## config.mk

```make
export PLATFORM = sky130hd
export DESIGN_NAME = watch_slot_pool_manager_top
export DESIGN_NICKNAME = d
export VERILOG_FILES = /design/src/design/wsp_pkg.sv /design/src/design/wsp_use_cell.sv /design/src/design/wsp_free_cell.sv /design/src/design/watch_slot_pool_manager_top.sv
export SDC_FILE = /design/constraint.sdc
export NUM_CORES = 2
export LEC_CHECK = 0
export ABC_AREA = 1
export BUFFER_PORTS_ARGS = -buffer_cell sky130_fd_sc_hd__buf_2
export CAP_MARGIN = 20
export CORE_MARGIN = 5
export CORE_UTILIZATION = 54
export CTS_CLUSTER_DIAMETER = 100
export DETAILED_ROUTE_END_ITERATION = 8
export PLACE_DENSITY_LB_ADDON = 0.1
export RECOVER_POWER = 50
export SYNTH_ARGS = -nofsm -noshare
export SYNTH_HDL_FRONTEND = slang
export SYNTH_SLANG_ARGS = --single-unit
```

## constraint.sdc

```tcl
create_clock -name aclk -period 15.97 [get_ports aclk]
set_input_delay 0.7985 -clock aclk [delete_from_list [all_inputs] [get_ports aclk]]
set_output_delay 0.7985 -clock aclk [all_outputs]
set_load 0.02 [all_outputs]
```

## src/design/wsp_pkg.sv

```systemverilog
// ----------------------------------------------------------------------------
// Watch slot pool package
// Shared widths, command and status codes, and cell control types.
// ----------------------------------------------------------------------------
package wsp_pkg;

    localparam int POOL_SIZE_DEF = 32;
    localparam int CMD_W         = 2;
    localparam int NUM_W         = 5;
    localparam int VAL_W         = 32;
    localparam int STAT_W        = 2;
    localparam int IN_TDATA_W    = 40;
    localparam int OUT_TDATA_W   = 40;

    localparam logic [CMD_W-1:0] CMD_ALLOC  = 2'd0;
    localparam logic [CMD_W-1:0] CMD_DELETE = 2'd1;
    localparam logic [CMD_W-1:0] CMD_LIST   = 2'd2;

    localparam logic [STAT_W-1:0] STAT_OK      = 2'd0;
    localparam logic [STAT_W-1:0] STAT_EMPTY   = 2'd1;
    localparam logic [STAT_W-1:0] STAT_MISSING = 2'd2;
    localparam logic [STAT_W-1:0] STAT_NONE    = 2'd3;

    // Operations of the in-use list cells.
    localparam logic [1:0] UOP_HOLD = 2'd0;
    localparam logic [1:0] UOP_LOAD = 2'd1;
    localparam logic [1:0] UOP_ROT  = 2'd2;
    localparam logic [1:0] UOP_DROP = 2'd3;

    // Operations of the free stack cells.
    localparam logic [1:0] FOP_HOLD = 2'd0;
    localparam logic [1:0] FOP_POP  = 2'd1;
    localparam logic [1:0] FOP_PUSH = 2'd2;

    typedef struct packed {
        logic [1:0]       op;
        logic [VAL_W-1:0] value;
    } wsp_uctl_t;

    typedef struct packed {
        logic [1:0] op;
    } wsp_fctl_t;

endpackage

```

## src/design/wsp_use_cell.sv

```systemverilog
// ----------------------------------------------------------------------------
// In-use list cell
// Holds one in-use slot and its value. Cells form a ring whose length is the
// in-use count; the head leaves at cell 0 and may re-enter at the tail.
// ----------------------------------------------------------------------------
module wsp_use_cell #(
    parameter int SLOT_W = 5,
    parameter int CNT_W  = 6,
    parameter int IDX    = 0
) (
    input  logic                       aclk,
    input  wsp_pkg::wsp_uctl_t         ctrl,
    input  logic [CNT_W-1:0]           len,
    input  logic [SLOT_W-1:0]          load_slot,
    input  logic [SLOT_W-1:0]          next_slot,
    input  logic [wsp_pkg::VAL_W-1:0]  next_value,
    input  logic [SLOT_W-1:0]          head_slot,
    input  logic [wsp_pkg::VAL_W-1:0]  head_value,
    output logic [SLOT_W-1:0]          slot_out,
    output logic [wsp_pkg::VAL_W-1:0]  value_out
);
    import wsp_pkg::*;

    logic [SLOT_W-1:0] slot_reg, slot_next;
    logic [VAL_W-1:0]  value_reg, value_next;
    logic              is_append;
    logic              is_tail;

    assign is_append = (CNT_W'(IDX) == len);
    assign is_tail   = (CNT_W'(IDX + 1) == len);

    always_comb begin
        slot_next  = slot_reg;
        value_next = value_reg;
        unique case (ctrl.op)
            UOP_HOLD: begin
            end
            UOP_LOAD: begin
                if (is_append) begin
                    slot_next  = load_slot;
                    value_next = ctrl.value;
                end
            end
            UOP_ROT: begin
                // The head re-enters at the tail, the rest move one place up.
                if (is_tail) begin
                    slot_next  = head_slot;
                    value_next = head_value;
                end else begin
                    slot_next  = next_slot;
                    value_next = next_value;
                end
            end
            UOP_DROP: begin
                slot_next  = next_slot;
                value_next = next_value;
            end
            default: begin
            end
        endcase
    end

    always_ff @(posedge aclk) begin
        slot_reg  <= slot_next;
        value_reg <= value_next;
    end

    assign slot_out  = slot_reg;
    assign value_out = value_reg;

endmodule

```

## src/design/wsp_free_cell.sv

```systemverilog
// ----------------------------------------------------------------------------
// Free stack cell
// Holds one entry of the free slot stack; cell 0 is the top. Pop moves every
// entry one place up, push moves every entry one place down.
// ----------------------------------------------------------------------------
module wsp_free_cell #(
    parameter int SLOT_W = 5,
    parameter int IDX    = 0
) (
    input  logic               aclk,
    input  logic               aresetn,
    input  wsp_pkg::wsp_fctl_t ctrl,
    input  logic [SLOT_W-1:0]  prev_slot,
    input  logic [SLOT_W-1:0]  next_slot,
    output logic [SLOT_W-1:0]  slot_out
);
    import wsp_pkg::*;

    logic [SLOT_W-1:0] slot_reg, slot_next;

    always_comb begin
        slot_next = slot_reg;
        unique case (ctrl.op)
            FOP_POP:  slot_next = next_slot;
            FOP_PUSH: slot_next = prev_slot;
            default:  slot_next = slot_reg;
        endcase
    end

    // After reset the stack holds every slot in ascending order from the top.
    always_ff @(posedge aclk) begin
        if (!aresetn) begin
            slot_reg <= SLOT_W'(IDX);
        end else begin
            slot_reg <= slot_next;
        end
    end

    assign slot_out = slot_reg;

endmodule

```

## src/design/watch_slot_pool_manager_top.sv

```systemverilog
// ----------------------------------------------------------------------------
// Watch slot pool manager
// Fixed pool of numbered slots split between a free stack and an ordered
// in-use list, both kept in rows of shifting cells.
// ----------------------------------------------------------------------------
// Usage:
//   The slave channel carries one command per transfer: allocate, delete by
//   number or list. The master channel returns the results; m_tlast marks the
//   final result of a command. Command code 3 is consumed and gives nothing.
//   Allocate: one result, issued once the output register is free.
//   Delete: the in-use ring is rotated once through all n in-use cells, one
//   cell per cycle, then the result is issued once the output register is free.
//   List: results come from the ring head, one result per cycle as the ring
//   rotates while the output register is free; n results in all, or one status
//   result when nothing is in use.
//   A new command is taken as soon as the previous one has issued its last
//   result, even while that result still waits in the output register.
//   When the receiver stalls, the output register holds its transfer and the
//   list walk pauses until it is taken; the delete walk needs no output and
//   only its final result waits.
//   Reset returns every slot to the free stack, lowest number on top, and
//   empties the in-use list.
// ----------------------------------------------------------------------------
module watch_slot_pool_manager_top #(
    parameter int POOL_SIZE = wsp_pkg::POOL_SIZE_DEF
) (
    input  logic                             aclk,
    input  logic                             aresetn,
    // s_tdata: command[1:0], watch_number[6:2], initial_value[38:7], zero[39]
    input  logic [wsp_pkg::IN_TDATA_W-1:0]   s_tdata,
    input  logic                             s_tvalid,
    output logic                             s_tready,
    // m_tdata: status[1:0], entry_number[6:2], entry_value[38:7], zero[39]
    output logic [wsp_pkg::OUT_TDATA_W-1:0]  m_tdata,
    output logic                             m_tvalid,
    output logic                             m_tlast,
    input  logic                             m_tready
);
    import wsp_pkg::*;

    localparam int SLOT_W = (POOL_SIZE > 1) ? $clog2(POOL_SIZE) : 1;
    localparam int CNT_W  = $clog2(POOL_SIZE + 1);
    localparam int CMP_W  = (SLOT_W > NUM_W) ? SLOT_W : NUM_W;

    localparam logic [2:0] ST_IDLE = 3'd0;
    localparam logic [2:0] ST_EXEC = 3'd1;
    localparam logic [2:0] ST_WALK = 3'd2;
    localparam logic [2:0] ST_DONE = 3'd3;
    localparam logic [2:0] ST_LIST = 3'd4;

    logic [2:0]        state_reg, state_next;
    logic [CMD_W-1:0]  cmd_reg, cmd_next;
    logic [NUM_W-1:0]  num_reg, num_next;
    logic [VAL_W-1:0]  val_reg, val_next;
    logic [CNT_W-1:0]  used_cnt_reg, used_cnt_next;
    logic [CNT_W-1:0]  free_cnt_reg, free_cnt_next;
    logic [CNT_W-1:0]  step_reg, step_next;
    logic              found_reg, found_next;
    logic              m_valid_reg, m_valid_next;
    logic [STAT_W-1:0] m_status_reg, m_status_next;
    logic [NUM_W-1:0]  m_number_reg, m_number_next;
    logic [VAL_W-1:0]  m_value_reg, m_value_next;
    logic              m_last_reg, m_last_next;

    logic [SLOT_W-1:0] u_slot  [POOL_SIZE];
    logic [VAL_W-1:0]  u_value [POOL_SIZE];
    logic [SLOT_W-1:0] f_slot  [POOL_SIZE];
    wsp_uctl_t         uctl;
    wsp_fctl_t         fctl;
    logic [SLOT_W-1:0] push_slot;
    logic              out_free;
    logic              head_match;

    assign out_free   = !m_valid_reg || m_tready;
    assign head_match = (CMP_W'(u_slot[0]) == CMP_W'(num_reg));
    assign push_slot  = SLOT_W'(num_reg);

    // ------------------------------------------------------------------
    // Cell rows
    // ------------------------------------------------------------------
    for (genvar i = 0; i < POOL_SIZE; i++) begin : g_cells
        logic [SLOT_W-1:0] u_nslot;
        logic [VAL_W-1:0]  u_nvalue;
        logic [SLOT_W-1:0] f_prev;
        logic [SLOT_W-1:0] f_next;

        if (i == POOL_SIZE - 1) begin : g_end
            assign u_nslot  = u_slot[i];
            assign u_nvalue = u_value[i];
            assign f_next   = f_slot[i];
        end else begin : g_mid
            assign u_nslot  = u_slot[i+1];
            assign u_nvalue = u_value[i+1];
            assign f_next   = f_slot[i+1];
        end

        if (i == 0) begin : g_top
            assign f_prev = push_slot;
        end else begin : g_below
            assign f_prev = f_slot[i-1];
        end

        wsp_use_cell #(
            .SLOT_W (SLOT_W),
            .CNT_W  (CNT_W),
            .IDX    (i)
        ) u_use (
            .aclk       (aclk),
            .ctrl       (uctl),
            .len        (used_cnt_reg),
            .load_slot  (f_slot[0]),
            .next_slot  (u_nslot),
            .next_value (u_nvalue),
            .head_slot  (u_slot[0]),
            .head_value (u_value[0]),
            .slot_out   (u_slot[i]),
            .value_out  (u_value[i])
        );

        wsp_free_cell #(
            .SLOT_W (SLOT_W),
            .IDX    (i)
        ) u_free (
            .aclk      (aclk),
            .aresetn   (aresetn),
            .ctrl      (fctl),
            .prev_slot (f_prev),
            .next_slot (f_next),
            .slot_out  (f_slot[i])
        );
    end

    // ------------------------------------------------------------------
    // Command sequencer
    // ------------------------------------------------------------------
    always_comb begin
        state_next    = state_reg;
        cmd_next      = cmd_reg;
        num_next      = num_reg;
        val_next      = val_reg;
        used_cnt_next = used_cnt_reg;
        free_cnt_next = free_cnt_reg;
        step_next     = step_reg;
        found_next    = found_reg;
        m_valid_next  = m_valid_reg && !m_tready;
        m_status_next = m_status_reg;
        m_number_next = m_number_reg;
        m_value_next  = m_value_reg;
        m_last_next   = m_last_reg;
        uctl.op       = UOP_HOLD;
        uctl.value    = val_reg;
        fctl.op       = FOP_HOLD;

        unique case (state_reg)
            ST_IDLE: begin
                if (s_tvalid) begin
                    cmd_next   = s_tdata[CMD_W-1:0];
                    num_next   = s_tdata[CMD_W +: NUM_W];
                    val_next   = s_tdata[CMD_W+NUM_W +: VAL_W];
                    state_next = ST_EXEC;
                end
            end
            ST_EXEC: begin
                unique case (cmd_reg)
                    CMD_ALLOC: begin
                        if (out_free) begin
                            m_valid_next = 1'b1;
                            m_last_next  = 1'b1;
                            if (free_cnt_reg == '0) begin
                                m_status_next = STAT_EMPTY;
                                m_number_next = '0;
                                m_value_next  = '0;
                            end else begin
                                uctl.op       = UOP_LOAD;
                                fctl.op       = FOP_POP;
                                used_cnt_next = used_cnt_reg + 1'b1;
                                free_cnt_next = free_cnt_reg - 1'b1;
                                m_status_next = STAT_OK;
                                m_number_next = NUM_W'(f_slot[0]);
                                m_value_next  = val_reg;
                            end
                            state_next = ST_IDLE;
                        end
                    end
                    CMD_DELETE: begin
                        step_next  = used_cnt_reg;
                        found_next = 1'b0;
                        state_next = (used_cnt_reg == '0) ? ST_DONE : ST_WALK;
                    end
                    CMD_LIST: begin
                        if (used_cnt_reg == '0) begin
                            if (out_free) begin
                                m_valid_next  = 1'b1;
                                m_last_next   = 1'b1;
                                m_status_next = STAT_NONE;
                                m_number_next = '0;
                                m_value_next  = '0;
                                state_next    = ST_IDLE;
                            end
                        end else begin
                            step_next  = used_cnt_reg;
                            state_next = ST_LIST;
                        end
                    end
                    default: begin
                        state_next = ST_IDLE;
                    end
                endcase
            end
            ST_WALK: begin
                // Every in-use entry passes the head once; a match leaves the ring.
                // The free count moves with the in-use count so both always cover
                // the pool; the slot itself is pushed when the result goes out.
                if (head_match && !found_reg) begin
                    uctl.op       = UOP_DROP;
                    used_cnt_next = used_cnt_reg - 1'b1;
                    free_cnt_next = free_cnt_reg + 1'b1;
                    found_next    = 1'b1;
                end else begin
                    uctl.op = UOP_ROT;
                end
                step_next = step_reg - 1'b1;
                if (step_reg == CNT_W'(1)) begin
                    state_next = ST_DONE;
                end
            end
            ST_DONE: begin
                if (out_free) begin
                    m_valid_next  = 1'b1;
                    m_last_next   = 1'b1;
                    m_number_next = num_reg;
                    m_value_next  = '0;
                    if (found_reg) begin
                        fctl.op       = FOP_PUSH;
                        m_status_next = STAT_OK;
                    end else begin
                        m_status_next = STAT_MISSING;
                    end
                    state_next = ST_IDLE;
                end
            end
            ST_LIST: begin
                if (out_free) begin
                    uctl.op       = UOP_ROT;
                    m_valid_next  = 1'b1;
                    m_status_next = STAT_OK;
                    m_number_next = NUM_W'(u_slot[0]);
                    m_value_next  = u_value[0];
                    m_last_next   = (step_reg == CNT_W'(1));
                    step_next     = step_reg - 1'b1;
                    if (step_reg == CNT_W'(1)) begin
                        state_next = ST_IDLE;
                    end
                end
            end
            default: begin
                state_next = ST_IDLE;
            end
        endcase
    end

    always_ff @(posedge aclk) begin
        if (!aresetn) begin
            state_reg    <= ST_IDLE;
            used_cnt_reg <= '0;
            free_cnt_reg <= CNT_W'(POOL_SIZE);
            step_reg     <= '0;
            found_reg    <= 1'b0;
            m_valid_reg  <= 1'b0;
        end else begin
            state_reg    <= state_next;
            used_cnt_reg <= used_cnt_next;
            free_cnt_reg <= free_cnt_next;
            step_reg     <= step_next;
            found_reg    <= found_next;
            m_valid_reg  <= m_valid_next;
        end
    end

    always_ff @(posedge aclk) begin
        cmd_reg      <= cmd_next;
        num_reg      <= num_next;
        val_reg      <= val_next;
        m_status_reg <= m_status_next;
        m_number_reg <= m_number_next;
        m_value_reg  <= m_value_next;
        m_last_reg   <= m_last_next;
    end

    assign s_tready = (state_reg == ST_IDLE);
    assign m_tvalid = m_valid_reg;
    assign m_tlast  = m_last_reg;
    assign m_tdata  = {1'b0, m_value_reg, m_number_reg, m_status_reg};

    // ------------------------------------------------------------------
    // Assertions
    // ------------------------------------------------------------------
    a_count_sum: assert property (@(posedge aclk) disable iff (!aresetn)
        ((CNT_W + 1)'(used_cnt_reg) + (CNT_W + 1)'(free_cnt_reg))
            == (CNT_W + 1)'(POOL_SIZE))
        else $error("free and in-use counts do not cover the pool");

    a_list_steps: assert property (@(posedge aclk) disable iff (!aresetn)
        (state_reg == ST_LIST) |-> (step_reg != '0) && (step_reg <= used_cnt_reg))
        else $error("list walk step count out of range");

    a_drop_once: assert property (@(posedge aclk) disable iff (!aresetn)
        (state_reg == ST_WALK && head_match && !found_reg)
            |=> (used_cnt_reg == $past(used_cnt_reg) - 1'b1) && found_reg)
        else $error("matched slot not removed from the in-use ring");

    a_walk_to_done: assert property (@(posedge aclk) disable iff (!aresetn)
        (state_reg == ST_WALK && step_reg == CNT_W'(1)) |=> (state_reg == ST_DONE))
        else $error("delete walk did not finish after one pass");

endmodule
```

---- Word level (Yosys, flattened, before mapping) ----
Cells that the tools add are included.
word-level totals
  flip-flop bits (word level) ............. 1446
operators by class
  $add $sub $neg .......................... 5
  mux-type cells .......................... 291
  equality and inequality tests ........... 95
  reductions and logical operators ........ 57
operators with widths
  cell                 count
  $pmux 32 s3          32
  $mux 32              69
  $pmux 5 s3           32
  $mux 5               70
  $pmux 5 s2           33
  $pmux 32 s2          2
  $eq 5x6->1 const A   16
  $ne 2x1->1 const B   35
  $reduce_and 2->1     31
  $mux 6               10
  $eq 4x6->1 const A   8
  $pmux 6 s2           3
  $eq 3x6->1 const A   4
  $mux 2               9
  $mux 3               6
  $ne 2x2->1 const B   9
  $pmux 6 s3           1
  $sub 6x1->6 const B  3
  $pmux 3 s5           1
  $mux 1               13
  $add 6x1->6 const B  2
  $eq 2x6->1 const A   2
  $logic_not 6->1      2
  $pmux 2 s3           2
  27 further kinds     53

---- Longest topological paths before layout ----
  word-level depth ........................ 8
  depth in mapped cells ................... 18

---- Hierarchy ----
Synthesis repeated with hierarchy kept, for this count alone.
unflattened totals
  cell total of the unflattened synthesis .. 15022
  area, all modules ....................... 104417.6 um^2
modules (own cells, without submodules)
  module                                 seq. area each (um^2)  cells an instance  area an instance (um^2)  instances
  wsp_use_cell at g_cells[17].u_use ...  1111.1                 408                2834.0                   3
  wsp_use_cell at g_cells[4].u_use ...   1111.1                 409                2922.8                   2
  wsp_use_cell at g_cells[20].u_use ...  1111.1                 408                2836.5                   2
  wsp_use_cell at g_cells[22].u_use ...  1111.1                 407                2824.0                   2
  wsp_use_cell at g_cells[10].u_use ...  1111.1                 405                2805.2                   2
  wsp_use_cell at g_cells[21].u_use ...  1111.1                 407                2803.9                   2
  watch_slot_pool_manager_top            2832.7                 551                4927.2                   1
  wsp_use_cell at g_cells[16].u_use      1111.1                 409                2919.0                   1
  wsp_use_cell at g_cells[3].u_use       1111.1                 407                2902.8                   1
  wsp_use_cell at g_cells[27].u_use      1111.1                 408                2891.5                   1
  wsp_use_cell at g_cells[15].u_use      1111.1                 407                2884.0                   1
  wsp_use_cell at g_cells[31].u_use      1111.1                 406                2881.5                   1
  wsp_use_cell at g_cells[18].u_use      1111.1                 407                2870.3                   1
  wsp_use_cell at g_cells[2].u_use       1111.1                 406                2850.2                   1
  +18 rows                               n/a                    n/a                n/a                      n/a

---- Worst setup path after synthesis ----
Ideal clock, no wire load.
  kind .................................... input -> register
  start point ............................. input port m_tready
  end point ............................... register g_cells[0].u_use.slot_reg[0], enable pin
  library setup time ...................... 487 ps
  slack ................................... 10501 ps
  arrival ................................. 4981 ps
  stages on the path ...................... 10
  data required time ...................... 15483 ps
  buffers on the path ..................... 4
  cell sequence ........................... nor2_2 > o21ai_0 > ha_1 > buf_2 > inv_1 > buf_4 > buf_2 > buf_2 > nor2_1 > a211oi_1
on the way
  longest elaborated chain between the ends .. 7
  elaborated cells between the ends (all ways) .. 12
  classes of those cells .................. 5 x eq/ne; 4 x mux; 3 x reduce/logical
RTL lines
  what                                          line                                text
  start, declared                               watch_slot_pool_manager_top.sv:37   input logic m_tready
  $logic_or 1x1->1 *                            watch_slot_pool_manager_top.sv:74   assign out_free = !m_valid_reg || m_tready;
  $mux 1                                        watch_slot_pool_manager_top.sv:166  if (out_free) begin
  $mux 1                                        watch_slot_pool_manager_top.sv:164  unique case (cmd_reg)
  $pmux 2 s3 *                                  watch_slot_pool_manager_top.sv:154  unique case (state_reg)
  $eq 2x2->1 (tied with other cells)            wsp_use_cell.sv:35                  unique case (ctrl.op)
  $ne 2x2->1 (no line) (tied with other cells)  n/a
  $reduce_and 3->1 (no line) *                  n/a
  end signal, assigned                          wsp_use_cell.sv:64                  slot_reg <= slot_next;
  end, declared                                 wsp_use_cell.sv:24                  logic [SLOT_W-1:0] slot_reg, slot_next;
Every way passes the cells marked *; elsewhere a longest branch is shown, timed or not.
A chain may end at the register's enable or synchronous reset.

---- Final worst setup path ----
  start point ............................. register state_reg[0]
  end point ............................... register g_cells[13].u_use.value_reg[26] (data pin)
on the way
  longest elaborated chain between the ends .. 4
  elaborated cells between the ends (all ways) .. 8
  classes of those cells .................. 6 x eq/ne; 2 x mux
RTL lines
  what                                  line                                text
  start, declared                       watch_slot_pool_manager_top.sv:51   logic [2:0] state_reg, state_next;
  start signal, assigned                watch_slot_pool_manager_top.sv:271  state_reg <= state_next;
  $eq 3x3->1 (tied with other cells)    watch_slot_pool_manager_top.sv:154
  $pmux 2 s3 *                          watch_slot_pool_manager_top.sv:154
  $eq 2x2->1 (tied with other cells)    n/a
  $pmux 32 s3 *                         wsp_use_cell.sv:35
  net g_cells[13].u_use.value_next[26]  wsp_use_cell.sv:25                  logic [VAL_W-1:0] value_reg, value_next;
  end signal, assigned                  wsp_use_cell.sv:65                  value_reg <= value_next;
  end, declared                         wsp_use_cell.sv:25
Mark *: on every way through the listed nets, which the timed path passes. The rest lies on a longest branch.

==> results by group <==
Placed design
  • Port bufs: 84
  • Final HPWL DP: roughly 110000 um
  • Gpl congestion: ~0.79
  • Dpl cell area: between 70000 and 80000 um^2

Worst setup path
  • Critical Path End Type: flop
  • Worst Path Max Fanout: 193
  • CP arrival: roughly 9600 ps
  • Worst setup path start: state_reg[0]
  • Crit start category: flop
  • FF-to-FF End: g_cells[13].u_use.value_out[26]
  • Crit path kind: flop to flop
  • Crit path required time: roughly 17000 ps
  • Setup slack, reg-to-reg: around 7000 ps
  • Reg2reg path depth: 15
  • Worst R2R Start: state_reg[0]

Detailed routing
  • Total wire length: between 150000 and 200000 um
  • Routed Antenna Nets: 0
  • WL met3: between 10000 and 15000 um
  • Remaining DRCs: 0
  • Total number of vias: 60000
  • Wirelength per Cell: just under 20 um
  • DRT iter0 DRCs: around 6000
  • Met1 wire length: 84800 um
  • Via density: about 6.1
  • Metal2 WL: between 90000 and 100000 um
  • Top Metal Used: met4
  • Drt pass-1 iters: 6

Worst hold path
  • Hold Startpoint: s_tdata[9]
  • WHS Endpoint: val_reg[2]
  • Hold Path Cell Cnt: 1
  • Worst hold path type: primary input to flop

Synthesis
  • Seq/Total Area, Yosys: roughly 55%
  • Main synth FF type: edfxtp_1
  • Syn avg cell area: roughly 9.1 um^2
  • Ys async rst share: 0%
  • Synth warn: 0
  • Netlist cell types: 40
  • Post-Syn Area: approximately 75000 um^2
  • Post-synth net total: roughly 8400
  • Number of flops mapped to enable cells by yosys: 1263
  • Cells after Synth: approximately 8300
  • Flops & latches, synth: ~1400

Timing
  • Tcrit/Tclk final: between 50% and 60%
  • Worst-Margin Slew: around 4600 ps
  • Clk_skew: 24.9 ps
  • Fin. max-slew vios: between 1500 and 2000
  • Final hold violations: 0
  • Min Tclk post-route: between 8000 and 9000 ps
  • Finish-stage setup viols: 0
  • Slew HR: -208%
  • Sum Neg Setup Slack: 0 ps
  • Max Freq: about 110 MHz
  • RSZ-0062 raised after global routing: no

GRT
  • Vias in the first global route: 57600
  • Antenna violations before repair: 1
  • GR Util All Layers: about a quarter
  • Global route overflow: 0
  • Largest net degree at the start of global routing: between 200 and 250
  • First-pass GRT wire length: approximately 310000 um

Layout
  • Share of post-route cells with drive strength above 1: between 8 and 9%
  • Max reg flops: slightly above 1000
  • Leading cell type in the layout, fill and taps excluded: nand2_1
  • Cell area after layout: between 80000 and 90000 um^2
  • Most frequent cells in the layout: nand2_1, edfxtp_1, nand3_1, a21oi_1, o21ai_0
  • Final nets: ~8000
  • Layout area overhead: 7.44%

CTS
  • CTS sink count: approximately 1400
  • Clk Latency, worst-skew pair: ~790 ps
  • Setup Fix Bufs, Post-CTS: 0
  • Post_cts resized: 0
  • Total CTS buffers: around 160
  • Max clock buf depth: 3
  • CTS Hold Bufs: 0
  • Root Driver: clkbuf_16
  • TritonCTS clock tree: built
  • Reg clk slew, reported paths: ~60 ps
  • H-tree depth: 4

Pwr
  • Power Total: between 8 and 9 mW
  • VDD IR-drop max: ~0.09 mV
  • Total power per unit cell area: 111 nW/um^2
  • Leak Pwr: between 20 and 30 nW

Outcome
  • Failing checks: max-capacitance violations, max-slew violations
  • Status: complete, but fails checks

Floorplan
  • Top Ports: 87
  • Row Count: around 140
  • Die X: 384 um
  • Initial core utilization: ~54%
  • Die Area: about 150000 um^2
  • Die Y: 384 um
  • Core area: 139000 um^2

Run
  • # Max-Cap Violations: between 40 and 50
Yosys cell counts (30+ instances only):
library cell | instances | area, um^2
edfxtp_1 | 1263 | 37900
buf_4 | 74 | 556
a21oi_2 | 30 | 263
dfxtp_1 | 183 | 3660
buf_6 | 74 | 833
nand3_1 | 1153 | 5770
clkbuf_1 | 466 | 1750
buf_2 | 124 | 621
nand2_1 | 1927 | 7230
o21ai_0 | 820 | 4100
buf_1 | 106 | 398
inv_1 | 308 | 1160
nor2_1 | 117 | 439
o211ai_2 | 171 | 2140
a21oi_1 | 861 | 4310
o211ai_1 | 277 | 2080
o21ai_1 | 250 | 1250
critical path, stage by stage, from the launching register on:
cell	delay, ps
dfxtp_1	410
nor2_1	80
nand2_1	510
inv_1	320
nand2_1	120
nor2_1	50
nand2_1	350
nand2_1	560
inv_1	410
ha_1	360
clkbuf_1	2390
buf_4	920
buf_4	970
buf_12	770
o211ai_1	190
nand3_1	180
metal layers:
metal  GRT usage, %  vias to the layer above
li1               -                    28600
met1           35.3                    29200
met2           44.6                     1837
met3           3.22                      297
met4           6.06                        0
met5              0                        -
power by group:
group,internal (mW),switching [mW]
Clock,2.02,1.55
Combinational,0.235,0.604
Sequential,4.46,0.114
Total,6.72,2.26
per-stage QoR:
stage               util, %  setup WS [ps]  hold WS, ps  cells
floorplan                 -          10500          419   8316
global placement       54.3           9060          431   9569
detailed placement     54.4           9100          440   9577
CTS                    58.0           9090          120   9868
global route           58.2           5880          143   9888
finish                 58.2           7010          181   9889
kinds of logic (layout without fill, tap and decap cells):
| group | Yosys count | count (layout) | synth area share, % |
|---|---|---|---|
| XOR/XNOR | 12 | 12 | 0.139 |
| AND/OR/NAND/NOR | 3231 | 3231 | 18.2 |
| AO/OA/AOI/OAI | 2430 | 2430 | 19.0 |
| flip-flops | 1446 | 1446 | 55.2 |
| adder cells (fa/ha/maj) | 18 | 18 | 0.309 |
| buffers and inverters | 1178 | 874 | 7.18 |
| other | 1 | 2 | 0.00497 |
how the worst max path moves through the flow:
stage | end | slack [ps] | depth (start not counted)
after CTS | g_cells[8].u_use.value_out[6] | 9090 | 16
after global routing | g_cells[9].u_free.slot_out[1] | 5880 | 12
after global placement | g_cells[13].u_use.value_out[25] | 9060 | 13
after floorplan | g_cells[0].u_use.slot_out[0] | 10500 | 10
after detailed placement | g_cells[8].u_use.value_out[6] | 9100 | 16
final | g_cells[13].u_use.value_out[26] | 7010 | 15
area by class of cell:
cell class / count / area [um^2]
Antenna cell: 1 / 2.50
Clock buffer: 200 / 4250
Clock inverter: 91 / 704
Fill cell: 12000 / 58200
Inverter: 334 / 1270
Multi-Input combinational cell: 5692 / 28800
Sequential cell: 1446 / 41600
Tap cell: 1876 / 2350
Timing Repair Buffer: 249 / 2030
(Power assumes the default switching activity.)
